### src/sv/wavhp_pkg.sv
// ----------------------------------------------------------------------------
// wavhp_pkg
// Types, codes and header layout constants for the WAV header parser.
// ----------------------------------------------------------------------------
`default_nettype none

package wavhp_pkg;

    typedef struct packed {
        logic [7:0] byte_in;
        logic       file_start;
    } in_t;

    typedef struct packed {
        logic [1:0]  status;
        logic [2:0]  error_kind;
        logic [7:0]  payload_byte;
        logic        last_payload;
        logic        header_valid;
        logic [15:0] channels;
        logic [31:0] sample_rate;
        logic [15:0] sample_bits;
        logic [30:0] data_size;
        logic [30:0] sample_count;
    } out_t;

    // item status codes
    localparam logic [1:0] STAT_HEADER  = 2'd0;
    localparam logic [1:0] STAT_PAYLOAD = 2'd1;
    localparam logic [1:0] STAT_ERROR   = 2'd2;
    localparam logic [1:0] STAT_EXCESS  = 2'd3;

    // error codes
    localparam logic [2:0] ERR_NONE       = 3'd0;
    localparam logic [2:0] ERR_RIFF       = 3'd1;
    localparam logic [2:0] ERR_WAVE       = 3'd2;
    localparam logic [2:0] ERR_FMT        = 3'd3;
    localparam logic [2:0] ERR_DATA       = 3'd4;
    localparam logic [2:0] ERR_BAD_SIZE   = 3'd5;
    localparam logic [2:0] ERR_ZERO_BLOCK = 3'd6;

    // header layout
    localparam logic [5:0] POS_CH      = 6'd22;
    localparam logic [5:0] POS_RATE    = 6'd24;
    localparam logic [5:0] POS_BITS    = 6'd34;
    localparam logic [5:0] POS_SIZE    = 6'd40;
    localparam logic [5:0] POS_LAST    = 6'd43;
    localparam logic [5:0] POS_PAYLOAD = 6'd44;

    localparam logic [31:0] TAG_RIFF = "RIFF";
    localparam logic [31:0] TAG_WAVE = "WAVE";
    localparam logic [31:0] TAG_FMT  = "fmt ";
    localparam logic [31:0] TAG_DATA = "data";

    localparam int DIV_STEPS = 31;
    localparam int DIV_CNT_W = $clog2(DIV_STEPS);

    typedef struct packed {
        logic       is_tag;
        logic       first;
        logic       last;
        logic [7:0] ch;
        logic [2:0] kind;
    } tag_info_t;

    // controller -> datapath
    typedef struct packed {
        logic step;
        logic load_step;
        logic load_div;
    } cmd_t;

    // datapath -> controller
    typedef struct packed {
        logic need_div;
        logic div_done;
    } sts_t;

    function automatic tag_info_t tag_info(input logic [5:0] pos);
        tag_info_t  t;
        logic [31:0] word;
        word   = TAG_RIFF;
        t.kind = ERR_NONE;
        t.is_tag = 1'b1;
        if (pos inside {[6'd0:6'd3]}) begin
            word   = TAG_RIFF;
            t.kind = ERR_RIFF;
        end else if (pos inside {[6'd8:6'd11]}) begin
            word   = TAG_WAVE;
            t.kind = ERR_WAVE;
        end else if (pos inside {[6'd12:6'd15]}) begin
            word   = TAG_FMT;
            t.kind = ERR_FMT;
        end else if (pos inside {[6'd36:6'd39]}) begin
            word   = TAG_DATA;
            t.kind = ERR_DATA;
        end else begin
            t.is_tag = 1'b0;
        end
        t.first = (pos[1:0] == 2'd0);
        t.last  = (pos[1:0] == 2'd3);
        case (pos[1:0])
            2'd0:    t.ch = word[31:24];
            2'd1:    t.ch = word[23:16];
            2'd2:    t.ch = word[15:8];
            default: t.ch = word[7:0];
        endcase
        return t;
    endfunction

endpackage

`default_nettype wire

### src/sv/wavhp_divider.sv
// ----------------------------------------------------------------------------
// wavhp_divider
// Restoring divider, one quotient bit per cycle, for the sample count.
// ----------------------------------------------------------------------------
`default_nettype none

module wavhp_divider (
    input  wire logic        clk,
    input  wire logic        rst_n,
    input  wire logic        start,
    input  wire logic [30:0] dividend,
    input  wire logic [31:0] divisor,
    output logic             done,
    output logic [30:0]      quotient
);

    localparam logic [wavhp_pkg::DIV_CNT_W-1:0] CNT_LAST =
        wavhp_pkg::DIV_CNT_W'(wavhp_pkg::DIV_STEPS - 1);

    logic                              busy_reg;
    logic                              done_reg;
    logic [wavhp_pkg::DIV_CNT_W-1:0]   cnt_reg;
    logic [31:0]                       rem_reg;
    logic [31:0]                       dvs_reg;
    logic [30:0]                       q_reg;
    logic [32:0]                       shifted;
    logic [32:0]                       diff;

    assign shifted = {rem_reg, q_reg[30]};
    assign diff    = shifted - {1'b0, dvs_reg};

    always_ff @(posedge clk or negedge rst_n)
    begin
        if (!rst_n)
        begin
            busy_reg <= 1'b0;
            done_reg <= 1'b0;
            cnt_reg  <= '0;
        end
        else
        begin
            done_reg <= busy_reg && (cnt_reg == CNT_LAST);
            if (start)
            begin
                busy_reg <= 1'b1;
                cnt_reg  <= '0;
            end
            else if (busy_reg)
            begin
                cnt_reg <= cnt_reg + 1'b1;
                if (cnt_reg == CNT_LAST)
                    busy_reg <= 1'b0;
            end
        end
    end

    always_ff @(posedge clk)
    begin
        if (start)
        begin
            rem_reg <= '0;
            dvs_reg <= divisor;
            q_reg   <= dividend;
        end
        else if (busy_reg)
        begin
            if (!diff[32])
            begin
                rem_reg <= diff[31:0];
                q_reg   <= {q_reg[29:0], 1'b1};
            end
            else
            begin
                rem_reg <= shifted[31:0];
                q_reg   <= {q_reg[29:0], 1'b0};
            end
        end
    end

    assign done     = done_reg;
    assign quotient = q_reg;

endmodule

`default_nettype wire

### src/sv/wavhp_datapath.sv
// ----------------------------------------------------------------------------
// wavhp_datapath
// Header state, tag checks, field capture, payload count and result register.
// ----------------------------------------------------------------------------
`default_nettype none

module wavhp_datapath (
    input  wire logic            clk,
    input  wire logic            rst_n,
    input  wire wavhp_pkg::in_t  item,
    input  wire wavhp_pkg::cmd_t cmd,
    output wavhp_pkg::sts_t      sts,
    output wavhp_pkg::out_t      result
);

    logic [5:0]  pos_reg,  pos_next;
    logic [2:0]  err_reg,  err_next;
    logic        tag_reg,  tag_next;
    logic        done_reg, done_next;
    logic [15:0] ch_reg,   ch_next;
    logic [31:0] rate_reg, rate_next;
    logic [15:0] bits_reg, bits_next;
    logic [31:0] size_reg, size_next;
    logic [30:0] samp_reg, samp_next;
    logic [30:0] left_reg, left_next;
    logic [31:0] block_reg;

    logic [5:0]  e_pos;
    logic [2:0]  e_err;
    logic        e_tag;
    logic        e_done;
    logic [15:0] e_ch;
    logic [31:0] e_rate;
    logic [15:0] e_bits;
    logic [31:0] e_size;
    logic [30:0] e_samp;
    logic [30:0] e_left;

    logic        f;
    logic [7:0]  b;
    logic        need_div;
    logic        div_done;
    logic [30:0] quot;
    wavhp_pkg::out_t step_res;
    wavhp_pkg::out_t div_res;
    wavhp_pkg::out_t out_reg;

    assign f = item.file_start;
    assign b = item.byte_in;

    assign e_pos  = f ? '0   : pos_reg;
    assign e_err  = f ? wavhp_pkg::ERR_NONE : err_reg;
    assign e_tag  = f ? 1'b1 : tag_reg;
    assign e_done = f ? 1'b0 : done_reg;
    assign e_ch   = f ? '0   : ch_reg;
    assign e_rate = f ? '0   : rate_reg;
    assign e_bits = f ? '0   : bits_reg;
    assign e_size = f ? '0   : size_reg;
    assign e_samp = f ? '0   : samp_reg;
    assign e_left = f ? '0   : left_reg;

    always_comb
    begin
        wavhp_pkg::tag_info_t tg;
        logic                 ok;
        logic                 stop;
        logic [5:0]           lane;
        tg        = wavhp_pkg::tag_info(e_pos);
        ok        = (tg.first | e_tag) & (b == tg.ch);
        stop      = 1'b0;
        lane      = '0;
        pos_next  = e_pos;
        err_next  = e_err;
        tag_next  = e_tag;
        done_next = e_done;
        ch_next   = e_ch;
        rate_next = e_rate;
        bits_next = e_bits;
        size_next = e_size;
        samp_next = e_samp;
        left_next = e_left;
        need_div  = 1'b0;
        step_res  = '0;
        step_res.status = wavhp_pkg::STAT_HEADER;

        if (e_err != wavhp_pkg::ERR_NONE)
        begin
            step_res.status = wavhp_pkg::STAT_ERROR;
        end
        else if (e_done)
        begin
            if (e_left != '0)
            begin
                step_res.status       = wavhp_pkg::STAT_PAYLOAD;
                step_res.payload_byte = b;
                step_res.last_payload = (e_left == 31'd1);
                left_next             = e_left - 31'd1;
            end
            else
            begin
                step_res.status = wavhp_pkg::STAT_EXCESS;
            end
        end
        else
        begin
            if (tg.is_tag)
            begin
                tag_next = ok;
                if (tg.last && !ok)
                begin
                    err_next = tg.kind;
                    stop     = 1'b1;
                end
            end
            else if (e_pos inside {[wavhp_pkg::POS_CH:wavhp_pkg::POS_CH + 6'd1]})
            begin
                lane = e_pos - wavhp_pkg::POS_CH;
                ch_next[{lane[0], 3'b000} +: 8] = ch_next[{lane[0], 3'b000} +: 8] | b;
            end
            else if (e_pos inside {[wavhp_pkg::POS_RATE:wavhp_pkg::POS_RATE + 6'd3]})
            begin
                lane = e_pos - wavhp_pkg::POS_RATE;
                rate_next[{lane[1:0], 3'b000} +: 8] =
                    rate_next[{lane[1:0], 3'b000} +: 8] | b;
            end
            else if (e_pos inside {[wavhp_pkg::POS_BITS:wavhp_pkg::POS_BITS + 6'd1]})
            begin
                lane = e_pos - wavhp_pkg::POS_BITS;
                bits_next[{lane[0], 3'b000} +: 8] = bits_next[{lane[0], 3'b000} +: 8] | b;
            end
            else if (e_pos inside {[wavhp_pkg::POS_SIZE:wavhp_pkg::POS_LAST]})
            begin
                lane = e_pos - wavhp_pkg::POS_SIZE;
                size_next[{lane[1:0], 3'b000} +: 8] =
                    size_next[{lane[1:0], 3'b000} +: 8] | b;
            end

            if (!stop)
            begin
                if (e_pos == wavhp_pkg::POS_LAST)
                begin
                    if (size_next == '0 || size_next[31])
                        err_next = wavhp_pkg::ERR_BAD_SIZE;
                    else if (block_reg == '0)
                        err_next = wavhp_pkg::ERR_ZERO_BLOCK;
                    else
                    begin
                        need_div  = 1'b1;
                        done_next = 1'b1;
                        left_next = size_next[30:0];
                        pos_next  = wavhp_pkg::POS_PAYLOAD;
                    end
                end
                else
                begin
                    pos_next = e_pos + 6'd1;
                end
            end

            if (err_next != wavhp_pkg::ERR_NONE)
                step_res.status = wavhp_pkg::STAT_ERROR;
        end

        if (step_res.status == wavhp_pkg::STAT_ERROR)
            step_res.error_kind = err_next;
        step_res.header_valid = done_next;
        if (done_next)
        begin
            step_res.channels     = ch_next;
            step_res.sample_rate  = rate_next;
            step_res.sample_bits  = bits_next;
            step_res.data_size    = size_next[30:0];
            step_res.sample_count = samp_next;
        end
    end

    always_comb
    begin
        div_res              = '0;
        div_res.status       = wavhp_pkg::STAT_HEADER;
        div_res.error_kind   = wavhp_pkg::ERR_NONE;
        div_res.header_valid = 1'b1;
        div_res.channels     = ch_reg;
        div_res.sample_rate  = rate_reg;
        div_res.sample_bits  = bits_reg;
        div_res.data_size    = size_reg[30:0];
        div_res.sample_count = quot;
    end

    wavhp_divider u_div (
        .clk      (clk),
        .rst_n    (rst_n),
        .start    (cmd.step && need_div),
        .dividend (size_next[30:0]),
        .divisor  (block_reg),
        .done     (div_done),
        .quotient (quot)
    );

    always_ff @(posedge clk or negedge rst_n)
    begin
        if (!rst_n)
        begin
            pos_reg  <= '0;
            err_reg  <= wavhp_pkg::ERR_NONE;
            tag_reg  <= 1'b1;
            done_reg <= 1'b0;
            ch_reg   <= '0;
            rate_reg <= '0;
            bits_reg <= '0;
            size_reg <= '0;
            samp_reg <= '0;
            left_reg <= '0;
        end
        else if (cmd.step)
        begin
            pos_reg  <= pos_next;
            err_reg  <= err_next;
            tag_reg  <= tag_next;
            done_reg <= done_next;
            ch_reg   <= ch_next;
            rate_reg <= rate_next;
            bits_reg <= bits_next;
            size_reg <= size_next;
            samp_reg <= samp_next;
            left_reg <= left_next;
        end
        else if (cmd.load_div)
        begin
            samp_reg <= quot;
        end
    end

    // block size; operands settle well before the last header byte
    always_ff @(posedge clk)
    begin
        block_reg <= (32'(ch_reg) * 32'(bits_reg)) >> 3;
    end

    always_ff @(posedge clk)
    begin
        if (cmd.load_step)
            out_reg <= step_res;
        else if (cmd.load_div)
            out_reg <= div_res;
    end

    assign sts.need_div = need_div;
    assign sts.div_done = div_done;
    assign result       = out_reg;

endmodule

`default_nettype wire

### src/sv/wavhp_ctrl.sv
// ----------------------------------------------------------------------------
// wavhp_ctrl
// Handshake control: accepts items, waits on the divider, owns result valid.
// ----------------------------------------------------------------------------
`default_nettype none

module wavhp_ctrl (
    input  wire logic            clk,
    input  wire logic            rst_n,
    input  wire logic            item_valid,
    output logic                 item_ready,
    output logic                 result_valid,
    input  wire logic            result_ready,
    input  wire wavhp_pkg::sts_t sts,
    output wavhp_pkg::cmd_t      cmd
);

    localparam logic ST_RUN = 1'b0;
    localparam logic ST_DIV = 1'b1;

    logic state_reg, state_next;
    logic valid_reg, valid_next;
    logic acc;

    assign item_ready = (state_reg == ST_RUN) && (!valid_reg || result_ready);
    assign acc        = item_valid && item_ready;

    always_comb
    begin
        cmd.step      = acc;
        cmd.load_step = acc && !sts.need_div;
        cmd.load_div  = (state_reg == ST_DIV) && sts.div_done;

        state_next = state_reg;
        case (state_reg)
            ST_RUN:
                if (acc && sts.need_div)
                    state_next = ST_DIV;
            ST_DIV:
                if (sts.div_done)
                    state_next = ST_RUN;
            default:
                state_next = ST_RUN;
        endcase

        valid_next = valid_reg;
        if (cmd.load_step || cmd.load_div)
            valid_next = 1'b1;
        else if (result_ready)
            valid_next = 1'b0;
    end

    always_ff @(posedge clk or negedge rst_n)
    begin
        if (!rst_n)
        begin
            state_reg <= ST_RUN;
            valid_reg <= 1'b0;
        end
        else
        begin
            state_reg <= state_next;
            valid_reg <= valid_next;
        end
    end

    assign result_valid = valid_reg;

endmodule

`default_nettype wire

### src/sv/wav_header_parser_unit.sv
// ----------------------------------------------------------------------------
// wav_header_parser_unit
// Byte-stream WAV header parser: tag checks, field capture, payload framing.
// ----------------------------------------------------------------------------
// The result is registered when an item is accepted, or when the divider is done for the last header byte.
// Throughput: one item per cycle while no divide is running, limited by the result register.
// The last header byte, when its size and block size are valid, stalls the input
// while the serial divider computes the sample count, one quotient bit per cycle.
// Reset clears all parser state and drops any pending result.
`default_nettype none

module wav_header_parser_unit (
    input  wire logic            clk,
    input  wire logic            rst_n,
    input  wire logic            item_valid,
    output logic                 item_ready,
    input  wire wavhp_pkg::in_t  item,
    output logic                 result_valid,
    input  wire logic            result_ready,
    output wavhp_pkg::out_t      result
);

    wavhp_pkg::cmd_t cmd;
    wavhp_pkg::sts_t sts;

    wavhp_ctrl u_ctrl (
        .clk          (clk),
        .rst_n        (rst_n),
        .item_valid   (item_valid),
        .item_ready   (item_ready),
        .result_valid (result_valid),
        .result_ready (result_ready),
        .sts          (sts),
        .cmd          (cmd)
    );

    wavhp_datapath u_dp (
        .clk    (clk),
        .rst_n  (rst_n),
        .item   (item),
        .cmd    (cmd),
        .sts    (sts),
        .result (result)
    );

    a_div_stall: assert property (@(posedge clk) disable iff (!rst_n)
        item_valid && item_ready && sts.need_div |=> !item_ready)
        else $error("input not stalled during divide");

    a_kind_match: assert property (@(posedge clk) disable iff (!rst_n)
        result_valid |-> ((result.status == wavhp_pkg::STAT_ERROR) ==
                          (result.error_kind != wavhp_pkg::ERR_NONE)))
        else $error("error kind does not match status");

    a_payload_hdr: assert property (@(posedge clk) disable iff (!rst_n)
        result_valid && (result.status == wavhp_pkg::STAT_PAYLOAD ||
                         result.status == wavhp_pkg::STAT_EXCESS)
        |-> result.header_valid)
        else $error("payload item without accepted header");

    a_last_payload: assert property (@(posedge clk) disable iff (!rst_n)
        result_valid && result.last_payload
        |-> result.status == wavhp_pkg::STAT_PAYLOAD)
        else $error("last flag on non-payload item");

endmodule

`default_nettype wire
### config.mk
export PLATFORM = sky130hd
export DESIGN_NAME = wav_header_parser_unit
export DESIGN_NICKNAME = d
export VERILOG_FILES = /design/src/sv/wavhp_pkg.sv /design/src/sv/wavhp_divider.sv /design/src/sv/wavhp_datapath.sv /design/src/sv/wavhp_ctrl.sv /design/src/sv/wav_header_parser_unit.sv
export SDC_FILE = /design/constraint.sdc
export NUM_CORES = 2
export LEC_CHECK = 0
export BUFFER_PORTS_ARGS = -buffer_cell sky130_fd_sc_hd__buf_4
export CAP_MARGIN = 20
export CORE_ASPECT_RATIO = 1.5
export CORE_UTILIZATION = 63
export DETAILED_ROUTE_END_ITERATION = 10
export GPL_TIMING_DRIVEN = 0
export PLACE_DENSITY = 0.82
export SYNTH_ARGS = -nofsm -noshare
export SYNTH_HDL_FRONTEND = slang
export SYNTH_HIERARCHICAL = 1
export SYNTH_SLANG_ARGS = --single-unit
export TNS_END_PERCENT = 10
### constraint.sdc
create_clock -name clk -period 7.5 [get_ports clk]
set_input_delay 0.75 -clock clk [delete_from_list [all_inputs] [get_ports clk]]
set_output_delay 0.75 -clock clk [all_outputs]
set_load 0.01 [all_outputs]
==> After elaboration in Yosys (flattened, before gate mapping) <==
Cells that the tools add are included.
{ "totals": {"regBits": 440, "latch_bits": 0, "ramBits": 0, "rom_bits": 0, "inputBits": 13, "output_inout_bits": 143, "wordCells": 232, "mem_count": 0} }
{ "op_classes": {"add_sub_neg": 12, "n_mul": 1, "n_div": 0, "magnitude_cmp": 16, "n_eq_ne": 8, "n_shift": 12, "muxes": 116, "n_bitwise": 7, "reduce_logical": 31} }
{ "op_table": {"columns": ["cell", "n"], "rows": [
  ["two-way mux 32 bit", 20],
  ["two-way mux 31 bit", 13],
  ["two-way mux 141 bit", 2],
  ["two-way mux 16 bit", 12],
  ["two-way mux 126 bit", 1],
  ["bitwise mux 32 bit", 2],
  ["logical NOT 32 bit", 2],
  ["variable shift 8 x 7 -> 32 bit, first input constant", 2],
  ["indexed part select 32 x 6 -> 8 bit", 2],
  ["indexed part select 8 x 7 -> 32 bit", 2],
  ["two-way mux 3 bit", 16],
  ["two-way mux 6 bit", 7],
  ["subtractor 33 x 29 -> 33 bit", 1],
  ["bitwise mux 16 bit", 2],
  ["multiplier 16 x 16 -> 32 bit", 1],
  ["bitwise OR 8 bit", 4],
  ["variable shift 8 x 6 -> 16 bit, first input constant", 2],
  ["indexed part select 16 x 5 -> 8 bit", 2],
  ["indexed part select 8 x 6 -> 16 bit", 2],
  ["equality test 31 x 1 -> 1 bit, second input constant", 1],
  ["nonzero test 31 bit", 1],
  ["subtractor 31 x 1 -> 31 bit, second input constant", 1],
  ["two-way mux 30 bit", 1],
  ["two-way mux 1 bit", 29],
  ["other kinds (33)", 75]
]} }

==> Depth between registers and ports, before layout <==
{ "depth": {"word_depth": 27, "mapped_depth": 24, "mapped_depth_nobuf": 23} }

==> Modules after synthesis <==
Netlist, hierarchy kept.
{ "by_module_without_submodules": {"columns": ["module", "n_inst", "cells_each", "area_each_um2", "seq_area_each_um2"], "rows": [
  ["wavhp_datapath", 1, 2456, 24243.3, 9044.9],
  ["wavhp_divider", 1, 586, 5880.6, 2707.6],
  ["wavhp_ctrl", 1, 13, 126.4, 50.0]
]} }

==> Worst setup path before layout <==
OpenSTA, ideal clock, no wires.
{ "synth_timing": {"path_kind": "register -> register", "start": "reg u_dp.bits_reg[4]", "end": "reg u_dp.block_reg[27]", "setup_ps": 72, "t_arrival_ps": 6032, "t_required_ps": 7428, "setup_slack_ps": 1396, "stages_incl_launch_ff": 23, "path_buffers": 2, "period_less_slack_ps": 6104, "cell_sequence": "dfrtp_1 > clkbuf_1 > clkbuf_1 > nand2_1 > fa_1 > inv_1 > fa_1 > fa_1 > inv_1 > fa_1 > inv_1 > fa_1 > fa_1 > ha_1 > a21oi_1 > nand2_1 > nor3b_1 > a2111oi_0 > nor3_1 > nor3_1 > a2111o_1 > a21oi_1 > xnor2_1"} }
{ "synth_between": {"elab_chain_cells": 1} }
{ "synth_rtl": {"columns": ["element", "line", "text"], "rows": [
  ["start, declared", "wavhp_datapath.sv:22", "logic [15:0] bits_reg, bits_next;"],
  ["start signal, assigned", "wavhp_datapath.sv:223", "bits_reg <= bits_next;"],
  ["multiplier 16 x 16 -> 32 bit", "wavhp_datapath.sv:237", "block_reg <= (32'(ch_reg) * 32'(bits_reg)) >> 3;"],
  ["end signal, assigned", "wavhp_datapath.sv:237", null],
  ["end, declared", "wavhp_datapath.sv:26", "logic [31:0] block_reg;"]
]} }
No other way between the ends.
A chain may end at the register's enable or synchronous reset.

==> Final worst setup path <==
{ "layout_timing": {"start": "reg u_dp.bits_reg[8]", "end": "reg u_dp.block_reg[27]"} }
The elaborated chain is that of the path after synthesis.

==> out/qor.csv <==
stage;metric;value;unit
setup_path;Critical Path Most Common Cell;fa_1;
setup_path;crit path cell chain;clkbuf_1 > clkbuf_1 > nand2_1 > fa_1 > fa_1 > inv_1 > fa_1 > inv_1 > fa_1 > fa_1 > fa_1 > inv_1 > ha_1 > and3_1 > a221oi_1 > a21oi_1 > nor3_1 > nor3_1 > a2111o_1 > a21oi_1 > xnor2_1;
finish;non-filler cells, final;3893;
detailed_routing;DRT Pass-1 Iters;6;
setup_path;Crit Path Category;register to register;
logic_synthesis;Main synth FF type;edfxtp_1;
sta;final slew viol count;0;
grt;global-route wire length before repair;143;mm
setup_path;Critical R2R Capture;u_dp/block_reg[27];
power;Power Dens Cells;149;nW/um^2
finish;final core occ;0.710;
setup_path;FF-to-FF setup slack;190;ps
clock_tree;H-tree depth;2;
placement;Placer Congestion;1.05;
detailed_routing;wire per inst;23.9;microns
sta;total negative slack;0;ps
floorplan;Die Ht;270;microns
finish;final net count;3602;
floorplan;Ports;156;
sta;Max-slew headroom;0.239;
sta;Max Clk Rate;137;MHz
clock_tree;Post-CTS Setup Inserts;0;
finish;Largest register FFs;141;
setup_path;R2R depth;21;
setup_path;Buf+Inv Stages, Crit Path;5;
logic_synthesis;Synth async-reset ratio;0.402;
logic_synthesis;synth unique cells;94;
worst_hold_path;Hold Crit Class;input port to async pin;
sta;unrepaired setup endpoints after global routing;true;
power;peak supply drop;0.184;mV
detailed_routing;drt via density;6.34;
clock_tree;CTS Buf Count;42;
run;MaxCap Viol Count;0;
setup_path;CP max stage cell;clkbuf_1;
logic_synthesis;Post-Synthesis Cells;3055;
floorplan;DIE WIDTH;181;microns
floorplan;starting density of the core;0.636;
floorplan;Site Rows;98;
logic_synthesis;synth warn;6;
setup_path;crit path launch type;register;
outcome;outcome;completed;
logic_synthesis;cell area after synthesis;30300;sq um
clock_tree;Clock Tree Buf Depth;3;
setup_path;Crit. path cell count;21;
clock_tree;# clock sinks;443;
finish;area of the multi-input gates;16500;sq um
setup_path;critical path launch point;u_dp/bits_reg[8];
grt;maximum number of pins on one net before global-route repair;110;
sta;Hold Vio Cnt, Final;0;
detailed_routing;post-route antenna net violation count;0;
grt;vias in the first global route;25500;
setup_path;RR Startpoint;u_dp/bits_reg[8];
logic_synthesis;Post-synth EDFFs;204;
floorplan;Core ar.;47600;sq um
finish;share of layout cells above drive strength 1;0.108;
sta;Final Cycle Share;0.974;
floorplan;Die Area;48900;sq um
logic_synthesis;area share of the largest cell type after synthesis;0.203;
clock_tree;Skew-Pair Late Insertion Delay;600;ps
logic_synthesis;Synth area leader;edfxtp_1;
finish;final instance area;33800;sq um
placement;placed cell count;3814;
sta;minimum clock period;7310;ps
setup_path;CP top delay family;adder cells;
setup_path;Worst Path Arrival;7820;ps
grt;Remaining Overflow, GRT;0;
logic_synthesis;dominant cells by area after synthesis;edfxtp_1 (20%), dfrtp_1 (15%), fa_1 (13%);
setup_path;Max FO, Critical Path;10;
placement;HPWL after detailed placement;68.9;mm
finish;Syn-to-layout area delta;11.7;%
clock_tree;cell chosen for the clock root;clkbuf_16;
logic_synthesis;#FFs+latches synth;443;
grt;GRT Total Usage;0.384;
setup_path;CP max stage delay;620;ps
placement;placed standard-cell area;32300;sq um
sta;clock skew;24.5;ps
sta;# setup viols final;0;
clock_tree;TritonCTS clock tree;built;
detailed_routing;DR DRC count;0;
detailed_routing;final wirelength;93.0;mm
logic_synthesis;Mapped Avg Cell Area;9.90;sq um
sta;Worst Tran Pin Value;1140;ps
setup_path;CP Capture Point;u_dp/block_reg[27];
logic_synthesis;Seq/Total Area, Yosys;0.390;
detailed_routing;drt first-iter violations;2337;
clock_tree;clk slew on worst S/H paths;60;ps
setup_path;Worst Path Required;8010;ps
finish;Fill cells;3528;
logic_synthesis;most instantiated library cell after synthesis;nand2_1;
placement;Port Buf Inserts;152;
power;LEAKAGE;15.0;nW
logic_synthesis;top cells by count, synth;nand2_1 (369), inv_1 (304), edfxtp_1 (204), fa_1 (195), nor2_1 (189);
grt;initial antenna violation count;2;
detailed_routing;vias;24700;
setup_path;Crit. End Element;register;
finish;Reg area;11800;sq um
[worst min-delay path by stage]
stage	slack [ps]	depth (start not counted)	startpoint	end
4_1_cts	140	1	rst_n	u_dp/samp_reg[3]
6_report	110	1	rst_n	u_dp/samp_reg[5]
2_1_floorplan	410	0	u_dp/block_reg[15]	u_dp/u_div/dvs_reg[15]
5_1_grt	150	1	rst_n	u_dp/samp_reg[5]
3_5_place_dp	420	0	u_dp/block_reg[14]	u_dp/u_div/dvs_reg[14]
3_3_place_gp	420	0	u_dp/block_reg[19]	u_dp/u_div/dvs_reg[19]
[worst register-to-register path, cell delays in order, from the launching register on]
cell and delay [ps]:
dfrtp_1 330, clkbuf_1 620, clkbuf_1 520, nand2_1 150, fa_1 530, fa_1 530
inv_1 60, fa_1 530, inv_1 50, fa_1 510, fa_1 430, fa_1 510
inv_1 50, ha_1 340, and3_1 240, a221oi_1 440, a21oi_1 170, nor3_1 390
nor3_1 120, a2111o_1 360, a21oi_1 180, xnor2_1 140
[cell type report]
class                   count  area share
clock buffers              53      0.0354
flip-flops and latches    443       0.349
multi-input cells        2118       0.490
well taps                 600      0.0222
repair buffers            157      0.0374
clock inverters            25     0.00852
plain buffers             187      0.0231
diodes                      3    0.000222
inverters                 307      0.0341
[power breakdown]
group          internal, W  switching, W
Sequential         0.00253     0.0000220
Clock              0.00126      0.000991
Combinational    0.0000673      0.000162
[per-layer routing]
layer | GRT usage | vias to the layer above | wire length, microns
li1 | - | 10900 | -
met1 | 0.456 | 12100 | 34300
met5 | 0 | - | 0
met4 | 0.232 | 0 | 6310
met3 | 0.0661 | 357 | 7360
met2 | 0.651 | 1293 | 45000
[per-stage QoR]
step / worst slack (ps) / total power, W / hold slack, ps
final: 194 / 0.00504 / 105
after global routing: -121 / 0.00517 / 149
after CTS: 192 / 0.00505 / 141
after detailed placement: 193 / 0.00283 / 417
after global placement: -825 / 0.00282 / 415
after floorplan: 1400 / 0.00272 / 409
[repair_timing]
action / 4_1_cts / 5_1_grt
setup endpoints to repair: 0 / 6
hold buffers: 0 / 0
gates resized for setup: 0 / 5
[cells in the final DEF, fill, tap and decap left out, types with 32 or more instances in the layout]
cell	netlist	layout
and2_1	152	152
nor2_1	189	188
a21oi_1	147	147
inv_1	304	304
dfxtp_1	61	61
a22o_1	116	116
a21o_1	32	32
xnor2_1	40	40
mux2i_1	57	57
nand2_1	369	369
fa_1	195	195
buf_4	5	156
edfxtp_1	204	204
o21ai_0	127	127
clkbuf_1	151	151
a211oi_1	36	36
nor3_1	52	52
mux2_2	58	58
ha_1	138	138
dfrtp_1	177	177
clkbuf_16	0	44
[logic make-up (layout without fill, tap and decap cells)]
family                     count (synthesis)  count (layout)  synth area share
adders and majority gates                333             333             0.186
and+or+nand+nor                          957             957             0.151
other                                      1               6          0.000124
AOI/OAI and AO/OA                        635             635             0.145
DFF                                      443             443             0.390
buffers and inverters                    496             729            0.0641
muxes                                    123             123            0.0437
xor gates and xnor gates                  67              67            0.0196
No activity file was read; power rests on OpenSTA's default activity.
